**src/rtl/rfc822_message_byte_parser_defines.svh**
```systemverilog
// assertion macros used by rfc_back
`ifndef RFC822_MESSAGE_BYTE_PARSER_DEFINES_SVH
`define RFC822_MESSAGE_BYTE_PARSER_DEFINES_SVH

// implication checked on every rising clock edge outside reset
`define RFC_ASSERT_IMPLY(label, clk, rst, ante, cons) \
   label: assert property (@(posedge clk) disable iff (rst) (ante) |-> (cons)) \
      else $error("assertion failed");

// implication checked in the cycle after the antecedent
`define RFC_ASSERT_NEXT(label, clk, rst, ante, cons) \
   label: assert property (@(posedge clk) disable iff (rst) (ante) |=> (cons)) \
      else $error("assertion failed");

`endif

```
**src/rtl/rfc_pkg.sv**
```systemverilog
package rfc_pkg;

   localparam int RFC_QUEUE_DEPTH = 2;

   localparam logic [7:0] CH_COLON = 8'h3A;
   localparam logic [7:0] CH_SPACE = 8'h20;
   localparam logic [7:0] CH_TAB   = 8'h09;
   localparam logic [7:0] CH_CR    = 8'h0D;
   localparam logic [7:0] CH_LF    = 8'h0A;
   localparam logic [7:0] CH_DEL   = 8'h7F;

   typedef enum logic [3:0] {
      ST_LINE_START = 4'd0,
      ST_NAME       = 4'd1,
      ST_VAL        = 4'd2,
      ST_VAL_CR     = 4'd3,
      ST_VAL_CRLF   = 4'd4,
      ST_FOLD       = 4'd5,
      ST_BLANK_CR   = 4'd6,
      ST_BODY       = 4'd7,
      ST_MSG_CR     = 4'd8,
      ST_BAD_INPUT  = 4'd9
   } parse_state_type;

   typedef enum logic [3:0] {
      EV_NAME         = 4'd0,
      EV_NAME_END     = 4'd1,
      EV_VALUE        = 4'd2,
      EV_FOLD         = 4'd3,
      EV_VALUE_END    = 4'd4,
      EV_WAIT         = 4'd5,
      EV_BODY_START   = 4'd6,
      EV_BODY         = 4'd7,
      EV_UNEXPECTED   = 4'd8,
      EV_BODY_NEWLINE = 4'd9,
      EV_BODY_CR      = 4'd10
   } ev_kind_type;

   typedef struct packed {
      ev_kind_type kind;
      logic [1:0]  count;
      logic [7:0]  byte0;
      logic [7:0]  byte1;
   } event_type;

   // everything one input byte causes
   typedef struct packed {
      logic      two;
      event_type ev0;
      event_type ev1;
   } job_type;

   typedef struct packed {
      logic    valid;
      job_type job;
   } q_head_type;

   typedef struct packed {
      parse_state_type next;
      job_type         job;
   } classify_type;

   function automatic event_type mk_event(ev_kind_type kind, logic [1:0] count,
                                          logic [7:0] b0, logic [7:0] b1);
      event_type e;
      e.kind  = kind;
      e.count = count;
      e.byte0 = (count != 2'd0) ? b0 : 8'd0;
      e.byte1 = (count == 2'd2) ? b1 : 8'd0;
      return e;
   endfunction

   function automatic classify_type classify(parse_state_type s, logic [7:0] c);
      classify_type r;
      logic         ctl;
      logic         plain;
      logic         lwsp;
      ctl   = (c < 8'd32) || (c == CH_DEL);
      plain = ~c[7];
      lwsp  = (c == CH_SPACE) || (c == CH_TAB);
      r.next    = ST_BAD_INPUT;
      r.job.two = 1'b0;
      r.job.ev0 = mk_event(EV_UNEXPECTED, 2'd1, c, 8'd0);
      r.job.ev1 = mk_event(EV_UNEXPECTED, 2'd0, 8'd0, 8'd0);
      unique case (s)
         ST_LINE_START, ST_NAME: begin
            if (c == CH_COLON) begin
               if (s == ST_NAME) begin
                  r.job.ev0 = mk_event(EV_NAME_END, 2'd1, CH_COLON, 8'd0);
                  r.next    = ST_VAL;
               end
            end else if (!((c == CH_SPACE) || ctl || !plain)) begin
               r.job.ev0 = mk_event(EV_NAME, 2'd1, c, 8'd0);
               r.next    = ST_NAME;
            end
         end
         ST_VAL: begin
            if (lwsp) begin
               r.job.ev0 = mk_event(EV_FOLD, 2'd1, c, 8'd0);
               r.next    = ST_FOLD;
            end else if (c == CH_CR) begin
               r.job.ev0 = mk_event(EV_WAIT, 2'd0, 8'd0, 8'd0);
               r.next    = ST_VAL_CR;
            end else begin
               r.job.ev0 = mk_event(EV_VALUE, 2'd1, c, 8'd0);
               r.next    = ST_VAL;
            end
         end
         ST_VAL_CR: begin
            if (c == CH_LF) begin
               r.job.ev0 = mk_event(EV_WAIT, 2'd0, 8'd0, 8'd0);
               r.next    = ST_VAL_CRLF;
            end else begin
               // lone cr in a value is handed back before the byte
               r.job.two = 1'b1;
               r.job.ev0 = mk_event(EV_VALUE, 2'd1, CH_CR, 8'd0);
               r.job.ev1 = mk_event(EV_VALUE, 2'd1, c, 8'd0);
               r.next    = ST_VAL;
            end
         end
         ST_VAL_CRLF: begin
            priority if (c == CH_COLON) begin
               r.next = ST_BAD_INPUT;
            end else if (c == CH_CR) begin
               r.job.ev0 = mk_event(EV_WAIT, 2'd0, 8'd0, 8'd0);
               r.next    = ST_BLANK_CR;
            end else if (lwsp) begin
               r.job.two = 1'b1;
               r.job.ev0 = mk_event(EV_FOLD, 2'd2, CH_CR, CH_LF);
               r.job.ev1 = mk_event(EV_FOLD, 2'd1, c, 8'd0);
               r.next    = ST_FOLD;
            end else if (ctl) begin
               r.job.two = 1'b1;
               r.job.ev0 = mk_event(EV_VALUE_END, 2'd2, CH_CR, CH_LF);
               r.job.ev1 = mk_event(EV_UNEXPECTED, 2'd1, c, 8'd0);
               r.next    = ST_BAD_INPUT;
            end else if (plain) begin
               r.job.two = 1'b1;
               r.job.ev0 = mk_event(EV_VALUE_END, 2'd2, CH_CR, CH_LF);
               r.job.ev1 = mk_event(EV_NAME, 2'd1, c, 8'd0);
               r.next    = ST_NAME;
            end else begin
               r.next = ST_BAD_INPUT;
            end
         end
         ST_FOLD: begin
            if (lwsp) begin
               r.job.ev0 = mk_event(EV_FOLD, 2'd1, c, 8'd0);
               r.next    = ST_FOLD;
            end else begin
               r.job.ev0 = mk_event(EV_VALUE, 2'd1, c, 8'd0);
               r.next    = ST_VAL;
            end
         end
         ST_BLANK_CR: begin
            r.job.two = 1'b1;
            r.job.ev0 = mk_event(EV_VALUE_END, 2'd2, CH_CR, CH_LF);
            if (c == CH_LF) begin
               r.job.ev1 = mk_event(EV_BODY_START, 2'd2, CH_CR, CH_LF);
               r.next    = ST_BODY;
            end else begin
               r.job.ev1 = mk_event(EV_UNEXPECTED, 2'd1, c, 8'd0);
               r.next    = ST_BAD_INPUT;
            end
         end
         ST_BODY: begin
            if (c == CH_CR) begin
               r.job.ev0 = mk_event(EV_BODY_CR, 2'd1, c, 8'd0);
               r.next    = ST_MSG_CR;
            end else begin
               r.job.ev0 = mk_event(EV_BODY, 2'd1, c, 8'd0);
               r.next    = ST_BODY;
            end
         end
         ST_MSG_CR: begin
            if (c == CH_LF) begin
               r.job.ev0 = mk_event(EV_BODY_NEWLINE, 2'd1, c, 8'd0);
               r.next    = ST_BODY;
            end
         end
         default: begin
            r.next = ST_BAD_INPUT;
         end
      endcase
      return r;
   endfunction

endpackage

```
**src/rtl/rfc822_message_byte_parser.sv**
```systemverilog
// channel | dir | handshake                | payload
// req     | in  | req_tvalid / req_tready  | tdata[7:0] in_byte
// rsp     | out | rsp_tvalid / rsp_tready  | tuser event_kind, tdata counts and bytes, tlast
//
// one event leaves per cycle while rsp_tready is high; a byte giving two events
// loads the output register twice, first with its first event, then its second
// sustained byte rate is limited by the single output register
// reset clears the parse state to name start, empties the queue, drops rsp_tvalid
// input stalls only when the job queue (QUEUE_DEPTH bytes) is full
// first event of a byte passes through the job queue, then the output register
module rfc822_message_byte_parser #(
   parameter int QUEUE_DEPTH = rfc_pkg::RFC_QUEUE_DEPTH
) (
   input  logic        clock,
   input  logic        reset,
   input  logic        req_tvalid,
   output logic        req_tready,
   input  logic [7:0]  req_tdata,  // in_byte
   output logic        rsp_tvalid,
   input  logic        rsp_tready,
   output logic [23:0] rsp_tdata,  // byte_count, first_byte, second_byte, zero pad
   output logic        rsp_tlast,
   output logic [3:0]  rsp_tuser   // event_kind
);
   import rfc_pkg::*;

   logic       q_full;
   logic       push;
   job_type    push_job;
   logic       pop;
   q_head_type head;

   rfc_front u_front (
      .clock      (clock),
      .reset      (reset),
      .req_tvalid (req_tvalid),
      .req_tready (req_tready),
      .req_tdata  (req_tdata),
      .q_full     (q_full),
      .push       (push),
      .push_job   (push_job)
   );

   rfc_queue #(
      .DEPTH (QUEUE_DEPTH)
   ) u_queue (
      .clock    (clock),
      .reset    (reset),
      .push     (push),
      .push_job (push_job),
      .pop      (pop),
      .full     (q_full),
      .head     (head)
   );

   rfc_back u_back (
      .clock      (clock),
      .reset      (reset),
      .head       (head),
      .pop        (pop),
      .rsp_tvalid (rsp_tvalid),
      .rsp_tready (rsp_tready),
      .rsp_tdata  (rsp_tdata),
      .rsp_tlast  (rsp_tlast),
      .rsp_tuser  (rsp_tuser)
   );

endmodule

```
**src/rtl/rfc_front.sv**
```systemverilog
module rfc_front (
   input  logic             clock,
   input  logic             reset,
   input  logic             req_tvalid,
   output logic             req_tready,
   input  logic [7:0]       req_tdata,
   input  logic             q_full,
   output logic             push,
   output rfc_pkg::job_type push_job
);
   import rfc_pkg::*;

   parse_state_type state_ff;
   parse_state_type state_in;
   classify_type    cls;

   always_comb begin
      cls = classify(state_ff, req_tdata);
   end

   always_comb begin
      state_in = push ? cls.next : state_ff;
   end

   always_comb begin
      req_tready = ~q_full;
      push       = req_tvalid & ~q_full;
      push_job   = cls.job;
   end

   always_ff @(posedge clock) begin
      if (reset) begin
         state_ff <= ST_LINE_START;
      end else begin
         state_ff <= state_in;
      end
   end

endmodule

```
**src/rtl/rfc_queue.sv**
```systemverilog
module rfc_queue #(
   parameter int DEPTH = rfc_pkg::RFC_QUEUE_DEPTH
) (
   input  logic                clock,
   input  logic                reset,
   input  logic                push,
   input  rfc_pkg::job_type    push_job,
   input  logic                pop,
   output logic                full,
   output rfc_pkg::q_head_type head
);
   import rfc_pkg::*;

   localparam int PTR_W = $clog2(DEPTH);
   localparam int CNT_W = $clog2(DEPTH + 1);
   localparam logic [PTR_W-1:0] PTR_LAST = PTR_W'(DEPTH - 1);
   localparam logic [CNT_W-1:0] CNT_FULL = CNT_W'(DEPTH);

   job_type          entry_ff [DEPTH];
   logic [PTR_W-1:0] wr_ptr_ff;
   logic [PTR_W-1:0] wr_ptr_in;
   logic [PTR_W-1:0] rd_ptr_ff;
   logic [PTR_W-1:0] rd_ptr_in;
   logic [CNT_W-1:0] count_ff;
   logic [CNT_W-1:0] count_in;
   logic             do_pop;

   always_comb begin
      full       = (count_ff == CNT_FULL);
      head.valid = (count_ff != '0);
      head.job   = entry_ff[rd_ptr_ff];
      do_pop     = pop & head.valid;
      wr_ptr_in  = push ? ((wr_ptr_ff == PTR_LAST) ? '0 : wr_ptr_ff + 1'b1) : wr_ptr_ff;
      rd_ptr_in  = do_pop ? ((rd_ptr_ff == PTR_LAST) ? '0 : rd_ptr_ff + 1'b1) : rd_ptr_ff;
      count_in   = count_ff;
      if (push && !do_pop) begin
         count_in = count_ff + 1'b1;
      end else if (!push && do_pop) begin
         count_in = count_ff - 1'b1;
      end
   end

   always_ff @(posedge clock) begin
      if (push) begin
         entry_ff[wr_ptr_ff] <= push_job;
      end
   end

   always_ff @(posedge clock) begin
      if (reset) begin
         wr_ptr_ff <= '0;
         rd_ptr_ff <= '0;
         count_ff  <= '0;
      end else begin
         wr_ptr_ff <= wr_ptr_in;
         rd_ptr_ff <= rd_ptr_in;
         count_ff  <= count_in;
      end
   end

endmodule

```
**src/rtl/rfc_back.sv**
```systemverilog
`include "rfc822_message_byte_parser_defines.svh"

module rfc_back (
   input  logic                clock,
   input  logic                reset,
   input  rfc_pkg::q_head_type head,
   output logic                pop,
   output logic                rsp_tvalid,
   input  logic                rsp_tready,
   output logic [23:0]         rsp_tdata,
   output logic                rsp_tlast,
   output logic [3:0]          rsp_tuser
);
   import rfc_pkg::*;

   logic      valid_ff;
   logic      valid_in;
   logic      phase_ff;
   logic      phase_in;
   event_type ev_ff;
   event_type ev_in;
   logic      last_ff;
   logic      last_in;
   logic      load;

   always_comb begin
      load     = head.valid & (~valid_ff | rsp_tready);
      pop      = load & (phase_ff | ~head.job.two);
      phase_in = load ? (~phase_ff & head.job.two) : phase_ff;
      valid_in = load | (valid_ff & ~rsp_tready);
      ev_in    = phase_ff ? head.job.ev1 : head.job.ev0;
      last_in  = phase_ff | ~head.job.two;
   end

   always_ff @(posedge clock) begin
      if (load) begin
         ev_ff   <= ev_in;
         last_ff <= last_in;
      end
   end

   always_ff @(posedge clock) begin
      if (reset) begin
         valid_ff <= 1'b0;
         phase_ff <= 1'b0;
      end else begin
         valid_ff <= valid_in;
         phase_ff <= phase_in;
      end
   end

   // tdata: byte_count, first_byte, second_byte, zero pad
   assign rsp_tvalid = valid_ff;
   assign rsp_tdata  = {6'd0, ev_ff.byte1, ev_ff.byte0, ev_ff.count};
   assign rsp_tlast  = last_ff;
   assign rsp_tuser  = ev_ff.kind;

   `RFC_ASSERT_IMPLY(a_second_pending, clock, reset, phase_ff, head.valid && head.job.two)
   `RFC_ASSERT_NEXT(a_second_follows, clock, reset, valid_ff && rsp_tready && !last_ff, valid_ff)
   `RFC_ASSERT_IMPLY(a_wait_empty, clock, reset, valid_ff && ev_ff.count == 2'd0, ev_ff.kind == EV_WAIT)

endmodule
```
**config.mk**
```make
export PLATFORM = sky130hd
export DESIGN_NAME = rfc822_message_byte_parser
export DESIGN_NICKNAME = d
export VERILOG_FILES = /design/src/rtl/rfc_pkg.sv /design/src/rtl/rfc822_message_byte_parser.sv /design/src/rtl/rfc_front.sv /design/src/rtl/rfc_queue.sv /design/src/rtl/rfc_back.sv
export VERILOG_INCLUDE_DIRS = /design/src /design/src/rtl
export SDC_FILE = /design/constraint.sdc
export NUM_CORES = 1
export LEC_CHECK = 0
export CAP_MARGIN = 20
export CELL_PAD_IN_SITES_DETAIL_PLACEMENT = 2
export CELL_PAD_IN_SITES_GLOBAL_PLACEMENT = 2
export CORE_ASPECT_RATIO = 0.9
export CORE_MARGIN = 10
export CORE_UTILIZATION = 43
export CTS_CLUSTER_SIZE = 16
export DETAILED_ROUTE_END_ITERATION = 10
export DONT_BUFFER_PORTS = 1
export PLACE_DENSITY = 0.75
export SYNTH_ARGS = -nofsm -noshare
export SYNTH_HDL_FRONTEND = slang
export SYNTH_SLANG_ARGS = --single-unit
```
**constraint.sdc**
```tcl
create_clock -name clock -period 2.9 [get_ports clock]
set_clock_uncertainty 0.2 [all_clocks]
set_input_delay 0.58 -clock clock [delete_from_list [all_inputs] [get_ports clock]]
set_output_delay 0.58 -clock clock [all_outputs]
set_load 0.02 [all_outputs]
```
# After elaboration in Yosys (flattened, before gate mapping)
# Memories as Yosys holds them, arrays and structs flattened. A register that Yosys moved wholly into a read port is not among the register bits.
# Cells that the tools add are included.
# op_classes
addsub,4
n_lt_le_gt_ge,1
eq_ne,15
n_mux,44
n_bitwise,14
n_reduce_logical,13
# ops
op,n
2-to-1 mux 22 bit,10
one-hot mux 22 bit (8 select lines),1
2-to-1 mux 49 bit,2
2-to-1 mux 45 bit,2
one-hot mux 22 bit (3 select lines),1
2-to-1 mux 21 bit,2
2-to-1 mux 19 bit,2
2-to-1 mux 4 bit,9
one-hot mux 4 bit (7 select lines),1
== test 8 x 4 -> 1 bit (second input constant),3
== test 4 x 3 -> 1 bit (second input constant),4
== test 8 x 6 -> 1 bit (second input constant),2
2-to-1 mux 1 bit,9
== test 4 x 2 -> 1 bit (second input constant),2
== test 8 x 7 -> 1 bit (second input constant),1
less-than comparator 8 x 6 -> 1 bit (second input constant),1
bitwise AND 1 bit,6
2-to-1 mux 3 bit,2
inverter 1 bit,5
== test 4 x 1 -> 1 bit (second input constant),1
== test 4 bit (second input constant),1
logical NOT 4 bit,1
logical OR 1 bit,4
2-to-1 mux 2 bit,2
10 further kinds,17
# totals
reg_bits,33
ramBits,90
input_bits,12
out_inout_bits,31
word_cells,103
memories,1
# mem_list
memory,words,word_bits,rd,rd_clocked_by_memory_dff,wr,line_no,source
u_queue.entry_ff,2,45,1,1,1,rfc_queue.sv:19,job_type entry_ff [DEPTH];

# Logic depth before layout (Yosys ltp)
# Gate-level depths: netlist of the first run.
# depth
depth_word,8
ltp_mapped,9
depth_no_buf,8

# Cells and area by module
# From an unflattened synthesis of the first run, not the netlist that was laid out.
# hier_totals
cells_unflattened,434
hier_area_um2,6019.5
# by_module_without_submodules
module,n_inst,cells_per_inst,area_per_inst_um2,seq_area_each_um2
rfc_queue,1,162,3455.8,2802.7
rfc_front,1,204,1358.8,80.1
rfc_back,1,68,1204.9,730.7

# Least setup slack after synthesis of the first run
# No wires, ideal clock.
# synth_timing
path_kind,register to register
start,reg u_queue.count_ff[0]
end,"mem u_queue.entry_ff[0][10] (netlist name), enable pin"
setup_time_ps,413
arrival_time_ps,2055
required_ps,2287
path_slack_ps,232
stages_incl_launch_ff,4
path_buffers,0
synth_period_minus_slack_ps,2668
path_cell_list,dfxtp_1 > nand2b_1 > nand2_1 > nor2_1
# synth_via
elab_chain_len,5
# synth_lines
item,line_no,source
"start, declared",rfc_queue.sv:24,logic [CNT_W-1:0] count_ff;
"start signal, assigned",rfc_queue.sv:57,count_ff <= count_in;
== test 2 bit,rfc_queue.sv:29,full = (count_ff == CNT_FULL);
inverter 1 bit,n/a,
net req_tready,rfc822_message_byte_parser.sv:17,"output logic req_tready,"
bitwise AND 1 bit,rfc_front.sv:27,push = req_tvalid & ~q_full;
2-to-1 mux 1 bit,rfc_queue.sv:44,if (push) begin
2-to-1 mux 1 bit (implied by the code),rfc_queue.sv:45,entry_ff[wr_ptr_ff] <= push_job;
"end, declared",rfc_queue.sv:19,
# The timed path passes the listed nets, and every way through them passes these cells.

==> impl_metrics.tcl, run 1 <==
set metrics [dict create \
    antenna_found_initial 0 \
    synth_edf_count 71 \
    end_kind "flop" \
    max-vdd-ir-drop_v 0.000259 \
    r2r_end "u_queue.entry_ff[1][33]" \
    worst_ep_required_time_ns 2.83 \
    max_stage_delay_ns 0.46 \
    avgViaCountPerCell 5.92 \
    grt_overflow 0 \
    syn_area_per_cell_sq_um 12.8 \
    fin_setup_tns_ns 0 \
    path_buf_inv 1 \
    fp.dieH_um 110 \
    r2r_slack_ns 0.37 \
    grt_pass1_wl_mm 17.9 \
    path_cells "buf_4 > nand2b_1 > or3_1 > nor2_1 > a211oi_1 > o21ai_0" \
    synth_cell_types 57 \
    drtPass1Iterations 4 \
    period_share 0.871 \
    vias 2569 \
    worstHoldPathType "in -> reg" \
    syn_to_final_growth_pct 7.95 \
    syn_inst 303 \
    power.density_nw_per_um2 839 \
    fillerInstances 884 \
    drc 0 \
    fmax_ghz 0.396 \
    antenna_cells 0 \
    wl_mm 11.3 \
    clock-sinks 82 \
    clockBufferDepth 2 \
    whs_path_depth 1 \
    layout-drive-gt1-share 0.162 \
    synth_area_leaders "edfxtp_1, mux4_2, dfxtp_1, buf_4, nor2_1" \
    worstSkewPairLatency_ns 0.35 \
    grt_setup_unrepaired "no" \
    hold_viol 0 \
    synthArstFlopShare 0 \
    io_buffers 0 \
    nNetsFinal 323 \
    cts_hold_buf 0 \
    grt_max_degree 29 \
    arrival_ns 2.45 \
    seq_area_sq_um 2350 \
    core_sq_um 8690 \
    yosysTopAreaCell "edfxtp_1" \
    io_pins 43 \
    leakage_uw 0.00146 \
    slew_viol_final 0 \
    die_w_um 120 \
    root_buffer "clkbuf_8" \
    synthTopCellsByCount "edfxtp_1, nor2_1, nand2_1" \
    dieArea_sq_um 13200 \
    status "complete, no violations" \
    critPathTopFamily "simple AND/OR/NAND/NOR gates" \
    synth-seq-area-share 0.605 \
    synth_top_area_frac 0.549 \
    cts_tree "done" \
    ctsResizeCount 0 \
    start_util 0.447 \
    max_slew_margin 0.601 \
    drt-initial-drc-count 203 \
    finalSetupViolCount 0 \
    dpl.hpwl_mm 8.30 \
    maxCapViolCount 0 \
    h-tree-depth 3 \
    ff2ff_path_depth 6 \
    clk_pin_slew_ns 0.09 \
    setup_slack_ns 0.375 \
    critPathLaunchType "flop" \
    placementRows 32 \
    crit_path_max_fanout 11 \
    detail_route.wl_per_cell_um 26.0 \
    syn_area_sq_um 3890 \
    place_congestion 0.897 \
    place_ws_ns 0.138 \
    synth-main-ff-cell "edfxtp_1" \
    grt_pass1_vias 2887 \
    cts_buffers 9 \
    ant_nets 0 \
    period_minus_slack_ns 2.53 \
    grt_usage 0.179 \
    synth.most_common_cell "edfxtp_1" \
    worstMarginPinSlew_ns 0.597 \
    cts_setup_buffers 0 \
    ys_warn_count 0 \
    criticalPathCategory "reg -> reg" \
    multiInputGateArea_sq_um 1370 \
    fin_util 0.483 \
    min_to "u_queue.wr_ptr_ff" \
    synth-seq-cells 82 \
    min_from "reset" \
    crit_slowest_cell "dfxtp_1" \
    rr_startpoint "u_front.state_ff[0]" \
]
-- worst register-to-register path, stage by stage, from the launching register on --
cell,delay [ns]
dfxtp_1,0.46
buf_4,0.26
nand2b_1,0.24
or3_1,0.44
nor2_1,0.25
a211oi_1,0.09
o21ai_0,0.36
-- power by group --
group          switching [uW]  total (uW)  internal, uW
registers                 302        1960          1660
logic                     492         795           303
clock network             448         770           322
total                    1240        3520          2280
-- layer usage --
metal  up-vias  track usage  wire length (um)
met5         -            0                 0
met1      1326        0.221              4750
met2        93        0.302              5610
li1       1135            -                 -
met4         0       0.0525               142
met3        15       0.0503               780
-- state kept, by name, summed over array words and instances, names as in the netlist, named ones only --
signal	flops
u_queue.entry_ff	56
u_back.rsp_tdata	10
u_back.rsp_tuser	4
u_front.state_ff	4
u_queue.count_ff	2
u_back.phase_ff	1
u_back.rsp_tlast	1
u_back.rsp_tvalid	1
u_queue.rd_ptr_ff	1
u_queue.wr_ptr_ff	1
-- metrics by stage --
stage	instance area (sq um)	instances	power [uW]	hold slack (ns)
2_1_floorplan	3930	314	2500	0.272
3_3_place_gp	4020	418	2700	0.286
3_5_place_dp	4020	418	2800	0.321
4_1_cts	4200	434	3560	0.0679
5_1_grt	4200	434	3700	0.0576
6_report	4200	434	3520	0.0821
-- placed cells by master (no fill, tap or decap), drive strengths merged, types with 3 or more instances in the layout --
master,netlist,layout
mux2i,3,3
or4,3,3
xor2,3,3
dfxtp,11,11
or3,4,4
nor3,4,4
o211ai,3,3
conb,1,12
buf,16,15
a21oi,16,16
nor2,24,24
and2,6,6
nor4,4,4
nand2b,4,4
inv,9,12
a21o,7,7
clkbuf,14,10
o21ai,17,17
nor2b,6,6
nand3,8,8
mux4,14,14
nand2,21,21
edfxtp,71,71
-- cells by family (layout without fill, tap and decap cells) --
| group | count (synthesis) | after routing | share of synthesized area |
|---|---|---|---|
| AND/OR/NAND/NOR | 96 | 96 | 0.129 |
| XOR/XNOR | 5 | 5 | 0.0113 |
| other | 1 | 12 | 0.000965 |
| AO/OA/AOI/OAI | 61 | 61 | 0.102 |
| buffers and inverters | 39 | 40 | 0.0531 |
| flip-flops | 82 | 82 | 0.605 |
| multiplexers | 17 | 17 | 0.0921 |
| adder cells (fa/ha/maj) | 2 | 2 | 0.00579 |
-- worst max path at each step --
stage	startpoint	end	cells past startpoint	slack, ns
after detailed placement	req_tdata[4]	u_queue.entry_ff[0][30]	5	0.14
final	u_front.state_ff[0]	u_queue.entry_ff[1][33]	6	0.37
after global placement	req_tdata[4]	u_queue.entry_ff[0][11]	5	0.26
after floorplan	u_queue.count_ff[0]	u_queue.entry_ff[0][10]	3	0.23
after CTS	u_front.state_ff[0]	u_queue.entry_ff[0][33]	6	0.45
after global routing	u_front.state_ff[0]	u_queue.entry_ff[1][33]	6	0.31
-- cell type report --
type	instances	area share
Sequential cell	82	0.561
Multi-Input combinational cell	193	0.327
Tap cell	119	0.0355
Clock buffer	10	0.0304
Timing Repair Buffer	15	0.0268
Clock inverter	6	0.0116
Inverter	9	0.00805
Power figures use the tool's default switching activity.
==> inputs of run 2 (changes only) <==
- PLACE_DENSITY: 0.75 -> default
- PLACE_DENSITY_LB_ADDON: default -> 0.2
==> run 2 against run 1 <==
Net effect:
- total power rose by 2.4%
- die area did not move
- count of clock-buffer cells in the layout did not move
- combinational power fell by 2%
- routed wire length fell by 1.8%
- sequential power barely moved
- setup slack improved by 0.079 ns
- sequential share of layout area fell by 0.60 points
- cell count rose by 0.69%
- critical path type is now in -> reg
- clock power rose by 11%
- first-iteration DRC count rose by 10%
- via count fell by 0.78%
==> impl_metrics.tcl, run 2 (same netlist as run 1, synthesis figures left out) <==
set metrics [dict create \
    status "complete, no violations" \
    multiInputGateArea_sq_um 1370 \
    whs_path_depth 1 \
    hold_viol 0 \
    leakage_uw 0.00149 \
    final_common_cell "edfxtp_1" \
    ff2ff_path_depth 5 \
    start_util 0.447 \
    worstMarginPinSlew_ns 0.568 \
    fmax_ghz 0.409 \
    path_cells "or4_4 > or4_4 > a21oi_1 > a2bb2oi_1 > o21ai_0" \
    vias 2549 \
    drt-initial-drc-count 224 \
    cts_tree "done" \
    critPathTopFamily "simple AND/OR/NAND/NOR gates" \
    syn_to_final_growth_pct 9.11 \
    io_buffers 0 \
    largest_register_ffs 56 \
    place_ws_ns 0.145 \
    use_met1 0.223 \
    cts_buffers 9 \
    r2r_end "u_queue.entry_ff[0][10]" \
    ctsResizeCount 0 \
    grt_max_degree 29 \
    grt_pass1_vias 2812 \
    worstSkewPairLatency_ns 0.36 \
    use_met2 0.289 \
    crit_path_max_fanout 9 \
    dieArea_sq_um 13200 \
    wl_mm 11.1 \
    path_common_cell "or4_4" \
    r2r_slack_ns 0.53 \
    antenna_cells 0 \
    clockBufferDepth 2 \
    final_cell_mix "edfxtp_1, nor2_1, nand2_1" \
    grt_usage 0.175 \
    drc 0 \
    detail_route.wl_per_cell_um 25.4 \
    path_buf_inv 0 \
    fillerInstances 881 \
    fin_util 0.488 \
    top_register "u_queue.entry_ff" \
    period_minus_slack_ns 2.45 \
    cts_setup_buffers 0 \
    use_met3 0.0473 \
    place_congestion 0.881 \
    hold_slack_ns 0.0826 \
    finalSetupViolCount 0 \
    die_w_um 120 \
    setup_slack_ns 0.453 \
    h-tree-depth 3 \
    grt_pass1_wl_mm 17.4 \
    rr_startpoint "u_front.state_ff[3]" \
    clk_pin_slew_ns 0.09 \
    io_pins 43 \
    grt_overflow 0 \
    worstHoldPathType "in -> reg" \
    power.density_nw_per_um2 851 \
    placementRows 32 \
    criticalPathCategory "in -> reg" \
    seq_area_sq_um 2350 \
    dpl.hpwl_mm 8.19 \
    avgViaCountPerCell 5.83 \
    grt_setup_unrepaired "no" \
    max_slew_margin 0.622 \
    clock-sinks 82 \
    cts_hold_buf 0 \
    drtPass1Iterations 4 \
    power_uw 3610 \
    end_kind "flop" \
    worst_ep_required_time_ns 2.77 \
    core_sq_um 8690 \
    top_usage_layer "met2" \
    antenna_found_initial 0 \
    min_to "u_queue.rd_ptr_ff" \
    period_share 0.844 \
    maxCapViolCount 0 \
    layout-drive-gt1-share 0.170 \
    arrival_ns 2.32 \
    root_buffer "clkbuf_8" \
    min_from "reset" \
    critPathLaunchType "input port" \
    crit_slowest_cell "or4_4" \
    ant_nets 0 \
    max_stage_delay_ns 0.54 \
    fp.dieH_um 110 \
    slew_viol_final 0 \
    max-vdd-ir-drop_v 0.000302 \
    nNetsFinal 326 \
    fin_setup_tns_ns 0 \
]
-- run 2: cell types whose count changed in the layout (fill, tap and decap cells not counted) --
cell,change
buf_4,+3
bufinv_16,+1
clkinv_2,-1
inv_6,+1
inv_8,-1
-- run 2: report_power, final --
group,switching (uW),internal [uW]
registers,314,1650
logic,470,313
clock network,447,408
total,1230,2380
-- run 2: layer usage --
metal  vias to the layer above  share of wire  routed length [um]
met4                         0          0.013                 148
met5                         -              0                   0
met1                      1289           0.43                4760
li1                       1148              -                   -
met2                        98           0.49                5430
met3                        14          0.066                 734
-- run 2: area by class of cell --
| cell class | count | share of cell area |
|---|---|---|
| clock inverters | 6 | 0.0168 |
| clock buffers | 10 | 0.0301 |
| repair buffers | 18 | 0.0319 |
| inverters | 9 | 0.00797 |
| multi-input cells | 193 | 0.323 |
| well taps | 119 | 0.0351 |
| flip-flops and latches | 82 | 0.555 |
-- run 2: how the worst max path moves through the flow --
stage | startpoint | to | cells after the start
floorplan | u_queue.count_ff[0] | u_queue.entry_ff[0][10] | 3
global placement | req_tdata[4] | u_queue.entry_ff[0][11] | 5
detailed placement | req_tdata[4] | u_queue.entry_ff[0][30] | 5
CTS | req_tdata[4] | u_queue.entry_ff[1][41] | 5
global route | u_front.state_ff[0] | u_queue.entry_ff[0][15] | 6
finish | req_tdata[4] | u_queue.entry_ff[0][41] | 5
-- run 2: per-stage QoR --
stage          cells  cell area, sq um
3_3_place_gp     421              4040
2_1_floorplan    314              3930
6_report         437              4240
4_1_cts          437              4240
3_5_place_dp     421              4040
5_1_grt          437              4240
==> inputs of run 3 (changes only) <==
- clock period: 2.9 -> 2.3 ns (I/O delays scaled with it)
==> run 3 against run 2 <==
Net effect:
- flip-flop and latch count unchanged
- design area up 5.3%
- combinational power up 44%
- via count up 8.0%
- count of clock-buffer cells in the layout up 1
- the run now ends with setup timing left
- cell count up 3.7%
- worst hold slack better by 0.040 ns
==> impl_metrics.tcl, run 3 (same netlist as run 1, synthesis figures left out) <==
set metrics [dict create \
    r2r_slack_ns -0.008 \
    layout-drive-gt1-share 0.225 \
    fmax_ghz 0.433 \
    crit_path_max_fanout 17 \
    end_kind "flop" \
    clock-sinks 82 \
    io_buffers 0 \
    worstHoldPathType "in -> reg" \
    min_to "u_front.state_ff[3]" \
    max-vdd-ir-drop_v 0.000400 \
    hold_slack_ns 0.122 \
    fp.dieH_um 110 \
    criticalPathCategory "reg -> reg" \
    cts_setup_buffers 0 \
    antenna_found_initial 1 \
    h-tree-depth 3 \
    dieArea_sq_um 13200 \
    die_w_um 120 \
    final_cell_mix "edfxtp_1, buf_4, nand2_1, nor2_1, mux4_2" \
    max_slew_margin 0.625 \
    fin_util 0.514 \
    period_share 1.00 \
    ff2ff_path_depth 7 \
    final_area_sq_um 4470 \
    clk_pin_slew_ns 0.09 \
    max_stage_delay_ns 0.47 \
    grt_overflow 0 \
    grt_usage 0.198 \
    core_sq_um 8690 \
    fillerInstances 847 \
    drt-initial-drc-count 211 \
    fin_cells 453 \
    io_pins 43 \
    final_common_cell "edfxtp_1" \
    place_inst 435 \
    routed.top_layer "met4" \
    worst_ep_required_time_ns 2.30 \
    path_cells "buf_4 > inv_1 > nor3_2 > buf_4 > nand2_1 > nand2_1 > a211o_1" \
    period_minus_slack_ns 2.31 \
    crit_slowest_cell "dfxtp_1" \
    setup_slack_ns -0.00830 \
    wl_mm 13.0 \
    status "finished, violations left" \
    root_buffer "clkbuf_8" \
    wl_met1_mm 5.06 \
    avgViaCountPerCell 6.08 \
    critPathTopFamily "buffers and inverters" \
    rr_startpoint "u_front.state_ff[0]" \
    drc 0 \
    grt_pass1_wl_mm 19.3 \
    path_buf_inv 3 \
    critPathLaunchType "flop" \
    whs_path_depth 3 \
    place_congestion 0.912 \
    detail_route.wl_per_cell_um 28.6 \
    hold_viol 0 \
    maxCapViolCount 0 \
    clockBufferDepth 2 \
    fin_setup_tns_ns -0.0164 \
    power.density_nw_per_um2 1090 \
    syn_to_final_growth_pct 14.9 \
    ant_nets 0 \
    met2_length_mm 6.39 \
    top_register "u_queue.entry_ff" \
    dr_wl_met3_um 955 \
    largest_register_ffs 56 \
    placementRows 32 \
    worstSkewPairLatency_ns 0.37 \
    violations "setup timing" \
    arrival_ns 2.31 \
    grt_max_degree 29 \
    nNetsFinal 341 \
    place_area_sq_um 4190 \
    cts_buffers 9 \
    drtPass1Iterations 4 \
    worstMarginPinSlew_ns 0.564 \
    cts_tree "done" \
    r2r_end "u_queue.entry_ff[0][42]" \
    start_util 0.447 \
    vias 2754 \
    grt_pass1_vias 3022 \
    finalSetupViolCount 2 \
    leakage_uw 0.00160 \
    slew_viol_final 0 \
    min_from "reset" \
    dpl.hpwl_mm 9.29 \
]
==> run 3: changes by cell type in the layout (fill, tap and decap cells not counted), sizes merged <==
cell	change
clkinv	+2
inv	-3
clkinvlp	-2
diode	+1
bufinv	+2
dlygate4sd3	+1
clkbuf	+1
buf	+14
==> run 3: area by class of cell <==
class / instances / area, sq um / area share
Antenna cell: 1 / 2.50 / 0.000560
Clock buffer: 11 / 131 / 0.0294
Clock inverter: 5 / 104 / 0.0233
Inverter: 9 / 33.8 / 0.00757
Multi-Input combinational cell: 193 / 1410 / 0.315
Sequential cell: 82 / 2350 / 0.527
Tap cell: 119 / 149 / 0.0333
Timing Repair Buffer: 33 / 288 / 0.0644
==> run 3: stage by stage <==
stage | setup slack [ns] | power [uW]
after detailed placement | -0.271 | 3610
after global routing | -0.0391 | 5080
after floorplan | -0.104 | 3160
after CTS | 0.0501 | 4880
after global placement | -0.138 | 3470
final | -0.00830 | 4870
==> run 3: worst max path at each step <==
stage                                   start                       to  slack [ns]  cells after the start
after floorplan                  req_tdata[4]  u_queue.entry_ff[0][11]       -0.10                      6
after global placement           req_tdata[4]  u_queue.entry_ff[0][11]       -0.14                      5
after detailed placement         req_tdata[4]  u_queue.entry_ff[0][30]       -0.27                      5
after CTS                 u_front.state_ff[1]  u_queue.entry_ff[1][38]        0.05                      5
after global routing      u_front.state_ff[0]  u_queue.entry_ff[0][42]       -0.04                      7
final                     u_front.state_ff[0]  u_queue.entry_ff[0][42]      -0.008                      7
==> run 3: tightest hold or removal path, stage by stage <==
cell	delay, ns
inv_1	0.03
o21ai_0	0.10
a41oi_1	0.05
==> run 3: routing by layer <==
metal,up-vias,global-route usage
met4,0,0.0955
li1,1175,-
met5,-,0
met2,126,0.338
met1,1407,0.233
met3,46,0.0463
==> run 3: repair_timing <==
action                                  in CTS  in global routing
endpoints found under the hold margin        8                  0
endpoints found under the setup margin       9                 21
pin swaps                                    0                  0
hold buffers                                 1                  0
gates resized for setup                      2                  6
==> run 3: report_power, final <==
group	total, uW	switching (uW)	leakage [uW]	internal (uW)
registers	2470	387	0.000760	2090
logic	1130	693	0.000721	435
clock network	1270	545	0.000118	723
total	4870	1630	0.00160	3250
